[config.mk]
export PLATFORM = sky130hd
export DESIGN_NAME = twrl_win_unit
export DESIGN_NICKNAME = d
export VERILOG_FILES = /design/src/rtl/twrl_pkg.sv /design/src/rtl/twrl_win_unit.sv
export SDC_FILE = /design/constraint.sdc
export NUM_CORES = 1
export LEC_CHECK = 0
export BUFFER_PORTS_ARGS = -buffer_cell sky130_fd_sc_hd__buf_2
export CAP_MARGIN = 30
export CORE_ASPECT_RATIO = 1.1
export CORE_MARGIN = 4
export CORE_UTILIZATION = 30
export DETAILED_ROUTE_END_ITERATION = 8
export PLACE_DENSITY_LB_ADDON = 0.15
export SLEW_MARGIN = 15
export SYNTH_ARGS = -nofsm -noshare
export SYNTH_HDL_FRONTEND = slang
export SYNTH_SLANG_ARGS = --single-unit
[constraint.sdc]
create_clock -name vclk -period 5.8
set_input_delay 0.87 -clock vclk [all_inputs]
set_output_delay 0.87 -clock vclk [all_outputs]
set_load 0.02 [all_outputs]
[src/rtl/twrl_pkg.sv]
// ----------------------------------------------------------------------------
// twrl_pkg
// Types, constants and helpers shared by the two-level windowed rate limiter.
// ----------------------------------------------------------------------------
package twrl_pkg;

  localparam int unsigned TableDepth = 16;
  localparam int unsigned TimeWidth  = 48;
  localparam int unsigned CfgAddrW   = 3;
  localparam int unsigned CfgDataW   = 24;

  // Request kinds
  localparam logic [1:0] ReqTick    = 2'd0;
  localparam logic [1:0] ReqCreate  = 2'd1;
  localparam logic [1:0] ReqAcquire = 2'd2;

  // Create status codes
  localparam logic [1:0] CrtCreated = 2'd0;
  localparam logic [1:0] CrtExists  = 2'd1;
  localparam logic [1:0] CrtFull    = 2'd2;

  // Register indexes
  localparam logic [CfgAddrW-1:0] RegAcctSecLimit = 3'd0;
  localparam logic [CfgAddrW-1:0] RegAcctSecWin   = 3'd1;
  localparam logic [CfgAddrW-1:0] RegAcctMinLimit = 3'd2;
  localparam logic [CfgAddrW-1:0] RegAcctMinWin   = 3'd3;
  localparam logic [CfgAddrW-1:0] RegRefresh      = 3'd4;
  localparam logic [CfgAddrW-1:0] RegMaxEntries   = 3'd5;

  typedef struct packed {
    logic [1:0]  req_type;
    logic [31:0] ip_addr;
    logic [15:0] credit_count;
    logic [15:0] sec_limit;
    logic [7:0]  sec_window_s;
    logic [15:0] min_limit;
    logic [7:0]  min_window_min;
  } req_t;

  typedef struct packed {
    logic [1:0] reply_kind;
    logic       account_granted;
    logic       addr_granted;
    logic [1:0] create_status;
  } rsp_t;

  // Window check request/answer between sequencer and the shared unit
  typedef struct packed {
    logic [15:0] rem;
    logic [15:0] limit;
    logic [23:0] window;
  } win_op_t;

endpackage

[src/rtl/twrl_win_unit.sv]
// ----------------------------------------------------------------------------
// twrl_win_unit
// Shared window unit: expiry test on the time distance and credit compare.
// ----------------------------------------------------------------------------
module twrl_win_unit #(
  parameter int unsigned TimeWidth = twrl_pkg::TimeWidth
) (
  input  logic [TimeWidth-1:0] now_i,
  input  logic [TimeWidth-1:0] last_i,
  input  logic [23:0]          window_i,
  input  logic [15:0]          a_i,
  input  logic [15:0]          b_i,
  output logic                 expired_o,
  output logic                 ge_o
);
  logic [TimeWidth-1:0] age;

  // Distance wraps modulo the clock width.
  assign age       = now_i - last_i;
  assign expired_o = (age >= TimeWidth'(window_i));
  assign ge_o      = (a_i >= b_i);
endmodule

==> Yosys cells after proc, flatten, opt, wreduce, memory -nomap -nowiden <==
Index checks and enable logic that the tools add are counted.
W data, S select, Z words.
{ "word_totals": {"regBits": 0, "inputBits": 152, "output_inout_bits": 2, "wordCells": 3} }
{ "classes": {"n_addsub": 1, "magnitude_cmp": 2} }
{ "op_table": {"columns": ["operator", "count"], "rows": [
  ["$ge A48 B24 Y1", 1],
  ["$sub A48 B48 Y48", 1],
  ["$ge A16 B16 Y1", 1]
]} }

==> Logic depth before layout (Yosys ltp) <==
Gate-level depths: netlist (run 1).
{ "logic_depth": {"word_depth": 2, "mapped_depth": 21, "ltp_nobuf": 21} }

==> Worst setup path before layout (run 1) <==
No wires, ideal clock.
{ "synth_path": {"path_kind": "input to output", "startpoint": "in now_i[0]", "endpoint": "out expired_o", "t_arrival_ns": 4.483, "required_ns": 4.930, "path_slack_ns": 0.447, "stages": 20, "n_path_buf": 0, "path_cell_list": "inv_1 > ha_1 > inv_1 > fa_1 > a211oi_2 > o21bai_2 > a211o_1 > a22oi_2 > nor2b_1 > xnor2_1 > ha_1 > nor2b_1 > o21ai_0 > o21ai_0 > a211o_1 > nor4_1 > o311a_1 > nand4_1 > nor4_1 > nand4_1"} }
{ "synth_via": {"elab_chain_len": 2} }
{ "synth_lines": {"columns": ["item", "line", "source"], "rows": [
  ["start: declaration", "twrl_win_unit.sv:8", "input logic [TimeWidth-1:0] now_i,"],
  ["$sub A48 B48 Y48", "twrl_win_unit.sv:19", "assign age = now_i - last_i;"],
  ["$ge A48 B24 Y1", "twrl_win_unit.sv:20", "assign expired_o = (age >= TimeWidth'(window_i));"],
  ["end: declaration", "twrl_win_unit.sv:13", "output logic expired_o,"]
]} }
No other way between the ends.

==> Worst setup path after layout (run 1) <==
Same ends and word-level chain as after synthesis.

==> results.txt, run 1 <==
The flow ran to the end, and the final reports show no timing, DRC or antenna violations. Global routing used 16.1% of the available tracks. The logs give 0% for the proportion of power drawn by the clock network and 0.250 mW for the internal power contribution.

The final antenna diode count was 0; the relative contribution of combinational cells to total power was 100.0%. The die covers 0.0156 mm². In this run the worst setup path terminates at expired_o.

When the netlist entered floorplanning its net count stood at 862. For the number of hold buffers added after CTS, the log shows 0. The utilization after layout came out at 39.5%. For this block, the routed nets add up to 13200 µm of wire. Timing would allow up to 178 MHz. Clock buffers in the final layout number 0. The vertical extent of the die is 131 µm.

The final weighted congestion of routability-driven global placement came out at 0.925. The area of the mapped netlist came out at 0.00411 mm². The run gives 0 as the number of antenna violations at the first check in global routing. Setup violations remaining at the end of the flow were counted as 0.

The remaining max-slew budget at the tightest pin came out at 59.9%. The tools report the first-pass iteration count of the detailed router as 4. In this run the standard cell core region covers 0.0133 mm². The net switching power of the design was 0.314 mW.

Leaving out fill and tap cells, the most frequent cells in the layout are buf_2, inv_1, ha_1. The number of buffers and inverters on the critical path is 4. Sorting the synthesized cells by area gives the leading types as ha_1, inv_1, a21oi_1. The average wire per cell in the routed design was 13.8 µm. The logs give 4859 for the number of global-route vias before repair and 4.93 ns for the required time reported for the critical path endpoint.

Across the VDD grid, the largest voltage drop is 0.0324 mV. For the arrival time at the worst endpoint, the log shows 4.76 ns. Number of vias per cell after detailed routing: 5.10. Yosys printed 0 warnings. Synthesis produced 622 cells. The maximum net fanout on the critical path was 3. Post-CTS setup buffer count: 0. Source of the worst hold timing path: a_i[14].

The count of boundary I/O pins was 154. From synthesis to final layout, the design area changed by 28.1%. The tools report the element type at the critical path start as an input port.

Walking the worst path, the cells encountered are buf_6 > inv_4 > ha_4 > inv_4 > fa_2 > a211oi_2 > o21bai_2 > a211o_1 > a22oi_2 > nor2b_4 > xnor2_2 > ha_1 > nor2b_4 > o21ai_2 > o21ai_1 > a211o_1 > nor4_2 > o311a_1 > nand4_1 > nor4_2 > nand4_1 > buf_6. Setup repair after global routing could not meet its margin everywhere. Share of Yosys cell area claimed by the top area cell type: 26.5%.

The remaining routing DRC violations was 0; the wire length of the first global-routing pass was 21900 µm. The final count of pins violating max slew was 0. Max-cap violations in this run came to 0.

For this design the static power due to leakage is 2.80 nW. After layout, the minimum clock period comes to 5.63 ns. The worst hold margin was 2.32 ns. The library cell used most frequently in the layout, excluding fill and tap cells, is buf_2.

After the first detailed-routing iteration, the DRC count stood at 212. The detailed-placement wirelength estimate was 11800 µm; the cell depth of the worst setup path was 22. At the pin with the least slew margin, the transition time is 0.594 ns.

Share of power burned in registers: 0%. The critical path starts at now_i[0]. ha_1 takes more of the synthesized area than any other cell. The aggregate global routing overflow came out at 0. In this design, the stage delay of the slowest critical-path cell is 0.38 ns. Of the available clock period, the critical path in the final layout requires 97.1%. A synthesized cell averages 6.60 µm².

Broken down by cell family, the worst path's largest delay share belongs to compound AO/OA/AOI/OAI gates. After floorplanning, the core was divided into 44 placement rows. Number of distinct library cells after synthesis: 64. The quantity of I/O buffers inserted on ports is 154. The tools report the number of hold-slack violations in the final timing report as 0. The maximum number of pins on one net before global-route repair came out at 15. The areal power density over the cells came out at 107 mW/mm². The tools report the endpoint kind of the worst setup timing path as a primary output. The min-delay analysis places its worst path in the category in -> out.

The post-route netlist has 26.9% of its cells at a drive strength greater than 1. The worst setup path category is in -> out. In this run the horizontal extent of the chip is 120 µm. For the total power consumption of the routed design, the log shows 0.565 mW.

The count of nets left with antenna violations once routing finished came out at 0. Number of flip-flops and latches: 0. The final layout contains 1015 nets. Once the floorplan was initialized, standard cells occupied 30.8% of the core.

The detailed-route via count is 4885. For this design, the slowest cell found on the critical path is fa_2. The fraction of the yosys area taken by sequential cells was 0%; the flip-flop and latch area was 0 µm².

Of the total power, the share spent switching nets is 55.6%.
-- how the worst min path moves through the flow --
| stage | to | slack (ns) | depth (start not counted) |
|---|---|---|---|
| floorplan | ge_o | 2.16 | 3 |
| global placement | ge_o | 2.31 | 5 |
| detailed placement | ge_o | 2.33 | 5 |
| CTS | ge_o | 2.34 | 5 |
| global route | ge_o | 2.39 | 5 |
| finish | ge_o | 2.32 | 5 |
-- cells by family after synthesis --
| kind of cell | share of synthesized area (%) |
|---|---|
| multiplexers | 1.01 |
| XOR/XNOR | 7.04 |
| adder cells (fa/ha/maj) | 27.0 |
| buffers and inverters | 10.3 |
| AND/OR/NAND/NOR | 21.8 |
| AO/OA/AOI/OAI | 32.8 |
-- Yosys cell counts (3+ instances only) --
cell and n:
ha_1 87, or3_1 3, nor2b_1 8, o21ai_2 3, o211ai_1 6, nor3_1 17, xor2_1 12, nand3_1 7
or2_2 3, o21ai_1 10, nor2_1 47, xnor2_1 21, o21ai_0 31, o21a_1 4, a21oi_2 3, a211o_1 4
clkbuf_1 5, a21o_1 25, o2111ai_1 3, mux2i_1 3, o21bai_1 5, and3_1 3, and4_1 3, nand2_1 55
nand2b_1 8, buf_2 6, a31oi_1 8, a21oi_1 60, nand4_1 23, inv_1 96, nor4_1 3, a211oi_1 8
-- final cells by class --
| class | instances | area [µm²] |
|---|---|---|
| Tap cell | 184 | 230 |
| Inverter | 96 | 365 |
| Fill cell | 1498 | 8060 |
| Multi-Input combinational cell | 513 | 3810 |
| Timing Repair Buffer | 164 | 858 |
-- repair_timing --
action	CTS	global route
setup endpoints to repair	0	1
gates resized for setup	0	37
hold endpoints to repair	0	0
-- per-stage QoR --
step	setup TNS, ns	worst slack (ns)	std cells	cell area, µm²
floorplan	0	0.447	622	4110
global placement	0	0.125	957	5120
detailed placement	0	0.0217	957	5120
CTS	0	0.0272	957	5120
global route	-0.0689	-0.0689	957	5260
finish	0	0.168	957	5260
-- per-layer routing --
metal	up-vias	track usage, %	wire length, µm
met5	-	0	0
met3	16	0.990	654
met1	2194	21.5	6040
met4	0	1.62	219
met2	137	29.6	6320
li1	2538	-	-
-- power by group through the flow --
stage	registers (mW)	clock network (mW)	logic [mW]
2_1_floorplan	0	0	0.381
3_3_place_gp	0	0	0.532
3_5_place_dp	0	0	0.539
4_1_cts	0	0	0.543
5_1_grt	0	0	0.642
6_report	0	0	0.565
(Power assumes the default switching activity.)
==> inputs of run 2 (changes only) <==
--- a/config.mk
+++ b/config.mk
@@ -9,7 +9,7 @@
 export CAP_MARGIN = 30
 export CORE_ASPECT_RATIO = 1.1
 export CORE_MARGIN = 4
-export CORE_UTILIZATION = 30
+export CORE_UTILIZATION = 40
 export DETAILED_ROUTE_END_ITERATION = 8
 export PLACE_DENSITY_LB_ADDON = 0.15
 export SLEW_MARGIN = 15
==> run 2 against run 1 <==
Against the previous run:
- combinational power fell by 2%
- cell count fell by 6.3%
- setup slack improved by 0.0090 ns
- non-clock buffer count rose by 4
- global-route usage rose by 3.8 points
- critical path type unchanged
==> results.txt, run 2 (synthesis gave the netlist of run 1 again) <==
The run finished with clean final reports. In this run the standard cell core region covers 0.00994 mm². Setup repair after global routing could not meet its margin everywhere.

The logs give 4 for the first-pass iteration count of the detailed router and 154 for the count of boundary I/O pins. The run gives 0 as the aggregate global routing overflow. The instance count along the most critical hold path was 5; the final antenna diode count was 0.

For this configuration, the core starts out at a cell density of 41.3%. Actual slew at the worst max-slew pin: 0.492 ns. Port buffering added 154 buffers. The number of design-rule violations left by the first detailed-router iteration came out at 146.

The tools report the leakage power total as 2.79 nW. The kind of cell with the highest combined delay along the critical path is compound AO/OA/AOI/OAI gates. In the final layout, flip-flops and latches occupy 0 µm². The path class of the tightest hold or removal check is in -> out.

For the final routed database, the setup TNS stands at 0 ns. The wire length of the first global-routing pass was 20600 µm; the final period utilization was 97.0%. The die is 114 µm tall. Overall power consumption after layout is estimated at 0.553 mW. For the worst setup path, the data arrival time is 4.75 ns. Summed over all layers, the routed wires come to 12600 µm. In the layout the commonest cells are buf_2, inv_1, ha_1. The largest single stage delay on the critical path is 0.39 ns.

For the number of global-route vias before repair, the log shows 4748. The worst path needs 5.62 ns of the cycle, external delays included. For the number of antenna violations at the first check in global routing, the log shows 0.

The logs give 1019 for the number of nets at the end of the flow and 178 MHz for the maximum frequency from static timing analysis. Among all stages on the critical path, the largest delay is contributed by fa_2. Using the TritonRoute via totals, the vias-per-cell ratio works out to 5.43.

The number of hold-slack violations in the final timing report is 0, and the remaining max-slew budget at the tightest pin is 66.8%. The run gives 0 as the final setup violation count. Entering global routing, the biggest net connects 15 pins. Of the cells placed in the final design, the portion with a size suffix greater than 1 is 26.3%. The critical path crosses 22 cells after its start point. The detailed-placement wirelength estimate came out at 11200 µm. For the remaining routing DRC violations, the log shows 0. The number of placed instances with taps included came out at 893.

Traced cell by cell, the critical path runs through buf_6 > inv_4 > ha_4 > inv_2 > fa_2 > a211oi_2 > o21bai_2 > a211o_1 > a22oi_2 > nor2b_2 > xnor2_1 > ha_1 > nor2b_1 > o21ai_1 > o21ai_1 > a211o_1 > nor4_2 > o311a_1 > nand4_1 > nor4_2 > nand4_1 > buf_4. The endpoint kind of the worst setup timing path was a primary output. The number of flip-flops and latches was 0. Count of fill cells added during filler insertion: 1040.

The tools report the element type at the critical path start as an input port. The layout overhead on the synthesized area came out at 25.5%. The worst setup path category was in -> out.

The multi-input combinational cells in the finished layout cover a total of 0.00376 mm². The library cell used most frequently in the layout, excluding fill and tap cells, is buf_2. The detailed-route via count came out at 4872.

In this run the core area contains 38 standard-cell rows. The tools report the number of maximum-capacitance constraint violations as 0. The clock buffer count in the final layout is 0.

The count of buffering cells on the critical path with inverters included works out to 4. The die covers 0.0120 mm². For this design the ratio of total power to cell area is 107 mW/mm². IR analysis of the VDD net gives a maximum drop of 0.0466 mV.

Dividing the detail-routed wire length by the instance count gives 14.0 µm. The logs give 4.93 ns for the required time reported for the critical path endpoint and 0.914 for the final weighted congestion of routability-driven global placement. In this run the remaining antenna-violating nets after routing total 0.

After the flow finishes, the layout carries non-filler instances totaling 897. The final count of pins violating max slew came out at 0. Global routing consumed, over all layers together, 19.8% of the routing resources.

The die is 105 µm wide. Along the worst path, the maximum fanout reaches 4.
[run 2: cell types whose count changed in the layout (fill, tap and decap cells not counted), moves of 2 or more]
cell     previous run  this run
a21oi_1            55        57
buf_4              10        15
o21ai_2             4         2
nor2b_1             5         7
nor2b_4             2         0
[run 2: repair_timing]
| item | 4_1_cts | 5_1_grt |
|---|---|---|
| resized for setup | 1 | 22 |
| cloned | 0 | 0 |
| pin swaps | 0 | 19 |
| setup endpoints to repair | 1 | 1 |
| hold buffers | 0 | 0 |
| buffers inserted | 0 | 4 |
[run 2: worst min-delay path, delay by kind of cell]
family	cells	cell delay, ns
AO/OA/AOI/OAI	2	0.18
adder cells (fa/ha/maj)	1	0.13
buffers and inverters	2	0.26
[run 2: where the power goes]
| group | leakage, nW | total, mW | internal [mW] | switching, mW |
|---|---|---|---|---|
| clock | 0 | 0 | 0 | 0 |
| combinational | 2.79 | 0.553 | 0.246 | 0.307 |
| sequential | 0 | 0 | 0 | 0 |
| total | 2.79 | 0.553 | 0.246 | 0.307 |
[run 2: cell type report]
cell class,count,share of cell area (%)
Inverter,96,7.04
Multi-Input combinational cell,513,72.9
Tap cell,120,2.91
Timing Repair Buffer,168,17.2
[run 2: final timing paths]
check                 startpoint         to  slack (ns)
worst min-delay path     a_i[14]       ge_o        2.32
worst max-delay path    now_i[0]  expired_o        0.18
[run 2: per-stage QoR]
| stage | hold WS, ns | area [µm²] | setup WS, ns | util (%) |
|---|---|---|---|---|
| 2_1_floorplan | 2.16 | 4110 | 0.447 | - |
| 3_3_place_gp | 2.30 | 5040 | 0.0836 | 50.7 |
| 3_5_place_dp | 2.31 | 5040 | -0.0300 | 50.7 |
| 4_1_cts | 2.31 | 5050 | 0.0105 | 50.8 |
| 5_1_grt | 2.36 | 5150 | -0.130 | 51.9 |
| 6_report | 2.32 | 5150 | 0.177 | 51.9 |
[run 2: routing by layer]
layer / part of all wire, % / global-route usage [%] / routed length [µm]
met1: 44 / 25.5 / 5520
met2: 50 / 37.7 / 6300
met3: 5.1 / 1.24 / 646
met4: 0.95 / 2.10 / 120
met5: 0 / 0 / 0
